`src/htd_pkg.sv`:
```
// shared types and constants for the header/trailer deframer
// no dependencies; used by header_trailer_deframer_top
package htd_pkg;

    localparam int BUFFER_DEPTH = 64;
    localparam int IDX_W        = $clog2(BUFFER_DEPTH);
    localparam int SLOT_W       = 6;
    localparam int CFG_IDX_W    = 3;
    localparam int BYTE_W       = 8;

    // item codes
    localparam logic OP_BYTE = 1'b0;
    localparam logic OP_TICK = 1'b1;

    // configuration register indexes
    localparam logic [CFG_IDX_W-1:0] REG_TIMEOUT_RELOAD = 3'd0;
    localparam logic [CFG_IDX_W-1:0] REG_HEADER_FIRST   = 3'd1;
    localparam logic [CFG_IDX_W-1:0] REG_HEADER_SECOND  = 3'd2;
    localparam logic [CFG_IDX_W-1:0] REG_TRAILER_FIRST  = 3'd3;
    localparam logic [CFG_IDX_W-1:0] REG_TRAILER_SECOND = 3'd4;

    // register reset values
    localparam logic [BYTE_W-1:0] TIMEOUT_RELOAD_RST = 8'd2;
    localparam logic [BYTE_W-1:0] HEADER_FIRST_RST   = 8'hA5;
    localparam logic [BYTE_W-1:0] HEADER_SECOND_RST  = 8'h5A;
    localparam logic [BYTE_W-1:0] TRAILER_FIRST_RST  = 8'h55;
    localparam logic [BYTE_W-1:0] TRAILER_SECOND_RST = 8'hAA;

    // first frame slot follows the two header bytes
    localparam logic [IDX_W-1:0] FRAME_START = IDX_W'(2);

    typedef struct packed {
        logic              op;
        logic [BYTE_W-1:0] rx_byte;
    } in_word_t;

    typedef struct packed {
        logic              in_payload;
        logic [SLOT_W-1:0] slot;
        logic [BYTE_W-1:0] stored_byte;
        logic              header_seen;
        logic              frame_end;
    } out_word_t;

    function automatic logic [IDX_W-1:0] next_index(input logic [IDX_W-1:0] i);
        logic [IDX_W-1:0] r;
        if (i == IDX_W'(BUFFER_DEPTH - 1))
            r = '0;
        else
            r = i + IDX_W'(1);
        return r;
    endfunction

endpackage

```
`src/header_trailer_deframer_top.sv`:
```
// header/trailer deframer: hunts for a two-byte header, numbers frame bytes,
// closes on a two-byte trailer, abandons on idle timeout; uses htd_pkg
// a byte's result is registered, in the output register or, if that is held, the skid entry
// throughput: one word per cycle while in_stall is low, bytes and ticks alike; a two-entry output
// register (result plus skid) lets input flow while a result waits
// in_stall rises only when both output entries are full
// reset (rst_n, async, active low) restores register defaults, clears timeout,
// hunt state and framing, sets frame index to 2 and empties the output
module header_trailer_deframer_top (
    input  logic                           clk,
    input  logic                           rst_n,
    input  logic                           in_valid,
    output logic                           in_stall,
    input  htd_pkg::in_word_t              in_data,
    output logic                           out_valid,
    input  logic                           out_stall,
    output htd_pkg::out_word_t             out_data,
    input  logic                           cfg_we,
    input  logic [htd_pkg::CFG_IDX_W-1:0]  cfg_index,
    input  logic [htd_pkg::BYTE_W-1:0]     cfg_wdata
);

    logic [htd_pkg::BYTE_W-1:0] timeout_reload_reg;
    logic [htd_pkg::BYTE_W-1:0] header_first_reg;
    logic [htd_pkg::BYTE_W-1:0] header_second_reg;
    logic [htd_pkg::BYTE_W-1:0] trailer_first_reg;
    logic [htd_pkg::BYTE_W-1:0] trailer_second_reg;

    logic [htd_pkg::BYTE_W-1:0] idle_left_reg,       idle_left_next;
    logic [htd_pkg::IDX_W-1:0]  hunt_index_reg,      hunt_index_next;
    logic [htd_pkg::BYTE_W-1:0] hunt_slot0_reg,      hunt_slot0_next;
    logic [htd_pkg::BYTE_W-1:0] hunt_slot1_reg,      hunt_slot1_next;
    logic                       framing_reg,         framing_next;
    logic [htd_pkg::IDX_W-1:0]  frame_index_reg,     frame_index_next;
    logic [htd_pkg::BYTE_W-1:0] last_frame_byte_reg, last_frame_byte_next;

    htd_pkg::out_word_t result;
    htd_pkg::out_word_t out_word_reg;
    htd_pkg::out_word_t skid_word_reg;
    logic               out_valid_reg;
    logic               skid_valid_reg;

    logic in_fire;
    logic out_fire;
    logic produce;
    logic done;
    logic hit;

    assign in_stall  = skid_valid_reg;
    assign out_valid = out_valid_reg;
    assign out_data  = out_word_reg;

    assign in_fire  = in_valid && !skid_valid_reg;
    assign out_fire = out_valid_reg && !out_stall;
    assign produce  = in_fire && (in_data.op == htd_pkg::OP_BYTE);

    // configuration registers
    always_ff @(posedge clk or negedge rst_n)
    begin
        if (!rst_n)
        begin
            timeout_reload_reg <= htd_pkg::TIMEOUT_RELOAD_RST;
            header_first_reg   <= htd_pkg::HEADER_FIRST_RST;
            header_second_reg  <= htd_pkg::HEADER_SECOND_RST;
            trailer_first_reg  <= htd_pkg::TRAILER_FIRST_RST;
            trailer_second_reg <= htd_pkg::TRAILER_SECOND_RST;
        end
        else if (cfg_we)
        begin
            case (cfg_index)
                htd_pkg::REG_TIMEOUT_RELOAD: timeout_reload_reg <= cfg_wdata;
                htd_pkg::REG_HEADER_FIRST:   header_first_reg   <= cfg_wdata;
                htd_pkg::REG_HEADER_SECOND:  header_second_reg  <= cfg_wdata;
                htd_pkg::REG_TRAILER_FIRST:  trailer_first_reg  <= cfg_wdata;
                htd_pkg::REG_TRAILER_SECOND: trailer_second_reg <= cfg_wdata;
                default: ;
            endcase
        end
    end

    // per-item state update and result
    always_comb
    begin
        idle_left_next       = idle_left_reg;
        hunt_index_next      = hunt_index_reg;
        hunt_slot0_next      = hunt_slot0_reg;
        hunt_slot1_next      = hunt_slot1_reg;
        framing_next         = framing_reg;
        frame_index_next     = frame_index_reg;
        last_frame_byte_next = last_frame_byte_reg;
        done                 = 1'b0;
        hit                  = 1'b0;

        result.in_payload  = framing_reg;
        result.stored_byte = in_data.rx_byte;
        result.header_seen = 1'b0;
        result.frame_end   = 1'b0;
        result.slot        = framing_reg ? htd_pkg::SLOT_W'(frame_index_reg)
                                         : htd_pkg::SLOT_W'(hunt_index_reg);

        if (in_fire)
        begin
            if (in_data.op == htd_pkg::OP_TICK)
            begin
                if (idle_left_reg != '0)
                    idle_left_next = idle_left_reg - 8'd1;
                else
                begin
                    // idle too long: drop back to hunting
                    hunt_index_next  = '0;
                    framing_next     = 1'b0;
                    frame_index_next = htd_pkg::FRAME_START;
                end
            end
            else
            begin
                idle_left_next = timeout_reload_reg;
                if (framing_reg)
                begin
                    done = (last_frame_byte_reg == trailer_first_reg)
                        && (in_data.rx_byte == trailer_second_reg);
                    result.frame_end     = done;
                    last_frame_byte_next = in_data.rx_byte;
                    if (done)
                    begin
                        framing_next     = 1'b0;
                        frame_index_next = htd_pkg::FRAME_START;
                    end
                    else
                        frame_index_next = htd_pkg::next_index(frame_index_reg);
                end
                else
                begin
                    if (hunt_index_reg == '0)
                        hunt_slot0_next = in_data.rx_byte;
                    else if (hunt_index_reg == htd_pkg::IDX_W'(1))
                        hunt_slot1_next = in_data.rx_byte;
                    hunt_index_next = htd_pkg::next_index(hunt_index_reg);
                    hit = (hunt_slot0_next == header_first_reg)
                       && (hunt_slot1_next == header_second_reg);
                    result.header_seen = hit;
                    if (hit)
                    begin
                        // slot 1 stays stale on purpose
                        framing_next         = 1'b1;
                        hunt_index_next      = '0;
                        hunt_slot0_next      = '0;
                        last_frame_byte_next = header_second_reg;
                    end
                end
            end
        end
    end

    always_ff @(posedge clk or negedge rst_n)
    begin
        if (!rst_n)
        begin
            idle_left_reg       <= '0;
            hunt_index_reg      <= '0;
            hunt_slot0_reg      <= '0;
            hunt_slot1_reg      <= '0;
            framing_reg         <= 1'b0;
            frame_index_reg     <= htd_pkg::FRAME_START;
            last_frame_byte_reg <= htd_pkg::HEADER_SECOND_RST;
        end
        else
        begin
            idle_left_reg       <= idle_left_next;
            hunt_index_reg      <= hunt_index_next;
            hunt_slot0_reg      <= hunt_slot0_next;
            hunt_slot1_reg      <= hunt_slot1_next;
            framing_reg         <= framing_next;
            frame_index_reg     <= frame_index_next;
            last_frame_byte_reg <= last_frame_byte_next;
        end
    end

    // output register with skid entry
    always_ff @(posedge clk or negedge rst_n)
    begin
        if (!rst_n)
        begin
            out_valid_reg  <= 1'b0;
            skid_valid_reg <= 1'b0;
        end
        else if (skid_valid_reg)
        begin
            if (out_fire)
                skid_valid_reg <= 1'b0;
        end
        else if (produce)
        begin
            if (!out_valid_reg || out_fire)
                out_valid_reg <= 1'b1;
            else
                skid_valid_reg <= 1'b1;
        end
        else if (out_fire)
            out_valid_reg <= 1'b0;
    end

    always_ff @(posedge clk)
    begin
        if (skid_valid_reg)
        begin
            if (out_fire)
                out_word_reg <= skid_word_reg;
        end
        else if (produce)
        begin
            if (!out_valid_reg || out_fire)
                out_word_reg <= result;
            else
                skid_word_reg <= result;
        end
    end

endmodule

```
`config.mk`:
```
export PLATFORM = sky130hd
export DESIGN_NAME = header_trailer_deframer_top
export DESIGN_NICKNAME = d
export VERILOG_FILES = /design/src/htd_pkg.sv /design/src/header_trailer_deframer_top.sv
export SDC_FILE = /design/constraint.sdc
export NUM_CORES = 1
export LEC_CHECK = 0
export BUFFER_PORTS_ARGS = -buffer_cell sky130_fd_sc_hd__buf_2
export CORE_UTILIZATION = 35
export DETAILED_ROUTE_END_ITERATION = 7
export HOLD_SLACK_MARGIN = 0.03
export SYNTH_ARGS = -nofsm -noshare
export SYNTH_HDL_FRONTEND = slang
export SYNTH_SLANG_ARGS = --single-unit
```
`constraint.sdc`:
```
create_clock -name clk -period 4.6 [get_ports clk]
set_input_delay 0.92 -clock clk [delete_from_list [all_inputs] [get_ports clk]]
set_output_delay 0.92 -clock clk [all_outputs]
set_load 0.01 [all_outputs]
```
# After elaboration in Yosys (flattened, before gate mapping)
# Cells that the tools add are included.
# totals
ff_bits	121
input_bits	25
output_inout_bits	19
elab_cells	123
# op_classes
add_sub_neg	3
eq_ne	16
n_mux	45
bitwise_logic	4
reduce_logical	31
# op_table
op	count
2-to-1 mux 8 bit	14
2-to-1 mux 17 bit	4
2-to-1 mux 6 bit	11
equality test 8 bit	4
AND reduction 3 bit	7
2-to-1 mux 1 bit	14
AND reduction 2 bit	7
adder 6 x 1 -> 6 bit, second input constant	2
equality test 6 bit, second input constant	2
nonzero test 2 bit	5
nonzero test 8 bit	1
subtractor 8 x 1 -> 8 bit, second input constant	1
equality test 3 x 2 -> 1 bit, second input constant	2
equality test 6 x 1 -> 1 bit, second input constant	1
zero test 6 bit	1
!= test 2 x 1 -> 1 bit, second input constant	3
logical AND 1 bit	5
2-to-1 mux 2 bit	2
!= test 2 bit, second input constant	2
NOT 1 bit	4
equality test 3 x 1 -> 1 bit, second input constant	1
equality test 3 bit, second input constant	1
zero test 1 bit	3
zero test 3 bit	1
logical OR 1 bit	1

# Logic depth before layout (Yosys ltp)
# logic_depth
depth_word	14
ltp_mapped	11
depth_no_buf	9

# Worst setup path after synthesis
# OpenSTA, ideal clock, no wires.
# synth_timing
path_kind	input port to flip-flop
start	input in_data[2] in the netlist's numbering
end	register hunt_slot0_reg[0] in the netlist's numbering
arrival_time_ns	2.903
slack_ns	1.576
cell_stages	9
n_path_buf	2
path_cell_list	clkbuf_1 -> xor2_1 -> nor4_1 -> o2111ai_2 -> a2111oi_4 -> nand4_4 -> and3_1 -> buf_6 -> a22o_1
# synth_via
elab_chain_len	8
elab_cells_between_ends	13
cone_classes	2 x eq/ne; 10 x mux; 1 x reduce/logical
# synth_lines
item	line	rtl
start, declared	header_trailer_deframer_top.sv:14	input htd_pkg::in_word_t in_data,
2-to-1 mux 8 bit	header_trailer_deframer_top.sv:136	else if (hunt_index_reg == htd_pkg::IDX_W'(1))
2-to-1 mux 8 bit	header_trailer_deframer_top.sv:134	if (hunt_index_reg == '0)
2-to-1 mux 8 bit	header_trailer_deframer_top.sv:118	if (framing_reg)
2-to-1 mux 8 bit	header_trailer_deframer_top.sv:103	if (in_data.op == htd_pkg::OP_TICK)
2-to-1 mux 8 bit	header_trailer_deframer_top.sv:101	if (in_fire)
equality test 8 bit	header_trailer_deframer_top.sv:140	&& (hunt_slot1_next == header_second_reg);
logical AND 1 bit *	header_trailer_deframer_top.sv:140	
2-to-1 mux 8 bit *	header_trailer_deframer_top.sv:142	if (hit)
end signal, assigned	header_trailer_deframer_top.sv:171	hunt_slot0_reg <= hunt_slot0_next;
end, declared	header_trailer_deframer_top.sv:31	logic [htd_pkg::BYTE_W-1:0] hunt_slot0_reg, hunt_slot0_next;
# Every way passes the cells marked *; elsewhere a longest branch is shown, timed or not. The select of a mux whose other input is x is not followed.
# A chain may end at the register's enable or synchronous reset.

# Worst setup path after layout
# layout_timing
start	register hunt_index_reg[0] in the netlist's numbering
end	register hunt_slot0_reg[0] in the netlist's numbering
# layout_via
elab_chain_len	9
elab_cells_between_ends	15
cone_classes	3 x eq/ne; 10 x mux; 2 x reduce/logical
# layout_lines
item	line	rtl
start, declared	header_trailer_deframer_top.sv:30	logic [htd_pkg::IDX_W-1:0] hunt_index_reg, hunt_index_next;
start signal, assigned	header_trailer_deframer_top.sv:170	hunt_index_reg <= hunt_index_next;
equality test 6 x 1 -> 1 bit	header_trailer_deframer_top.sv:136	
2-to-1 mux 8 bit	header_trailer_deframer_top.sv:136	
2-to-1 mux 8 bit	header_trailer_deframer_top.sv:134	
2-to-1 mux 8 bit	header_trailer_deframer_top.sv:118	
2-to-1 mux 8 bit	header_trailer_deframer_top.sv:103	
2-to-1 mux 8 bit	header_trailer_deframer_top.sv:101	
equality test 8 bit	header_trailer_deframer_top.sv:140	
logical AND 1 bit	header_trailer_deframer_top.sv:140	
2-to-1 mux 8 bit *	header_trailer_deframer_top.sv:142	
# Marks and branches as above.

==> results_dict.tcl <==
set metrics [dict create \
    grt_util_met1 0.236 \
    syn_area_per_cell_um2 11.5 \
    synthesis.nets 541 \
    hold_viol 0 \
    synth.top_cell.area_share 0.276 \
    crit_slowest_cell "or4_4" \
    grt_use_total 0.169 \
    crit_type "reg2reg" \
    yosys_warnings 0 \
    die_w_um 132 \
    core-area_um2 16500 \
    top_usage_layer "met2" \
    wl_per_cell_um 17.4 \
    gr-usage-met3 0.0342 \
    cts_resized 0 \
    area_delta_synth_final_pct 16.3 \
    synth_area_leaders "dfrtp_1 (28%), edfxtp_1 (17%), mux2_2 (11%), dfstp_2 (9.8%), xnor2_1 (3.3%)" \
    final.min_clock_period_ns 3.16 \
    cts_hold_buf 0 \
    async_flop_share 0.719 \
    synth_seq_cells 121 \
    grt_remaining_overflow 0 \
    arrival_ns 3.46 \
    dominantRegCellSynth "dfrtp_1" \
    die_y_um 132 \
    grt_max_degree 51 \
    dpl.hpwl_mm 9.85 \
    hold_class "reg2reg" \
    rows 47 \
    start_util 0.357 \
    synthDistinctLibCells 65 \
    remaining_drc_errors 2 \
    crit_fanout 8 \
    setup_violations 0 \
    num_io_pins 44 \
    dr_total_vias 4159 \
    tns_ns 0 \
    rsz0062_at_grt "no" \
    post_cts_buffers 0 \
    h-tree-depth 4 \
    cts_tree "yes" \
    clock_sinks 121 \
    drt-total-wl_mm 13.7 \
    drive_above_1_share 0.299 \
    yosysMostFrequentCell "dfrtp_1" \
    path_clk_slew_ns 0.06 \
    cpPeakStageDelay_ns 0.55 \
    power.density_nw_per_um2 526 \
    netlist_area_um2 5890 \
    placed_area_um2 6300 \
    min_period_over_period 0.688 \
    fmax_ghz 0.316 \
    required_ns 4.89 \
    synthCells 511 \
    worst_setup_path_end_kind "flop" \
    synth_edf_count 34 \
    die_area_um2 17400 \
    ys_top_cells_by_count "dfrtp_1 (65), mux2_2 (55), nand2_1 (43)" \
    yosysSeqAreaShare 0.547 \
    first_pass_iters 8 \
    cts_made_buffers 17 \
    violations "DRC" \
    crit_chain "inv_1, ha_1, nor2b_1, and2_4, or4_4, a2111oi_4, and4_1, o21ai_2, a22o_1" \
    fill_cells 1550 \
    avgViaCountPerCell 5.30 \
    clock_latency_ns 0.41 \
    slew_viol_final 0 \
    antenna_found_initial 0 \
    place_congestion 0.858 \
    cap_viol_max_count 0 \
    leakage_uw 0.00271 \
    tightest_slew_ns 1.23 \
    antenna_cells 0 \
    grt_pass1_wl_mm 22.6 \
    ir_worst_vdd_uv 295 \
    synth_top_area_cell "dfrtp_1" \
    clock_skew_ns 0.00783 \
    antenna_left 0 \
    maxSlewHeadroom 0.175 \
    grt_pass1_vias 4135 \
    status "finished, violations left" \
    start_kind "flop" \
    drtIter0Drc 315 \
    clk_path_buf_depth 2 \
    nets 582 \
    use_met2 0.254 \
    postLayoutCellArea_um2 6850 \
    port_buffers 43 \
    root_buffer "clkbuf_16" \
]
==> power breakdown <==
part / switching [µW] / internal (µW) / total, µW / leakage (µW)
clock: 490 / 741 / 1230 / 0.000269
sequential: 245 / 1380 / 1630 / 0.00136
combinational: 386 / 360 / 746 / 0.00108
total: 1120 / 2480 / 3600 / 0.00271
==> logic make-up (layout without fill, tap and decap cells) <==
| kind of cell | count (synthesis) | count (layout) | share of synthesized area |
|---|---|---|---|
| XOR/XNOR | 28 | 28 | 0.0416 |
| AND/OR/NAND/NOR | 140 | 140 | 0.127 |
| adder cells (fa/ha/maj) | 5 | 5 | 0.0106 |
| buffers and inverters | 45 | 99 | 0.0318 |
| flip-flops | 121 | 121 | 0.547 |
| AO/OA/AOI/OAI | 115 | 115 | 0.133 |
| multiplexers | 57 | 57 | 0.108 |
==> critical path: cells and delay by family, from the launching register on <==
family | cells | cell delay [ns]
simple gates | 4 | 1.36
buf+inv | 1 | 0.10
flops | 1 | 0.45
compound gates | 3 | 0.78
fa+ha+maj | 1 | 0.36
==> cell usage in the layout (no fill, tap or decap), types with 7 or more instances in the layout <==
cell type and instances:
o22ai_1 7, nand3_1 11, buf_2 42, clkbuf_16 17, nor4_1 9, mux2_2 55, dfrtp_1 65, a22o_1 13
nor3_1 15, o21ai_0 34, a21oi_1 21, inv_1 20, edfxtp_1 34, xnor2_1 22, nor2_1 18, nand2_1 43
nor2b_1 7, dfstp_2 22
==> worst paths after layout <==
kind	startpoint	end	slack [ns]	cells after the start
min reg2reg	hunt_slot0_reg[2]	hunt_slot0_reg[2]	0.51	1
min in group asynchronous	rst_n	hunt_slot0_reg[0]	0.54	1
max in group asynchronous	rst_n	frame_index_reg[1]	3.08	2
min	hunt_slot0_reg[2]	hunt_slot0_reg[2]	0.51	1
max	hunt_index_reg[0]	hunt_slot0_reg[0]	1.44	9
max reg2reg	hunt_index_reg[0]	hunt_slot0_reg[0]	1.44	9
==> area by class of cell <==
type,instances,area [µm²],share of cell area
multi-input cells,345,2480,0.362
clock inverters,15,126,0.0184
inverters,21,78.8,0.0115
flip-flops and latches,121,3230,0.471
repair buffers,46,240,0.0351
well taps,220,275,0.0402
clock buffers,17,425,0.0621
==> routing by layer <==
layer / vias up / part of all wire
li1: 1967 / -
met2: 124 / 0.45
met4: 0 / 0.019
met3: 20 / 0.051
met1: 2048 / 0.48
met5: - / 0
==> through the flow <==
stage	worst slack (ns)	power, µW	hold WS, ns	util	cells
3_5_place_dp	1.36	2390	0.501	0.381	753
5_1_grt	1.29	3790	0.525	0.415	785
4_1_cts	1.47	3630	0.517	0.415	785
3_3_place_gp	1.43	2360	0.486	0.381	753
2_1_floorplan	1.58	2130	0.445	-	511
6_report	1.44	3600	0.509	0.415	785
Power figures use the tool's default switching activity.
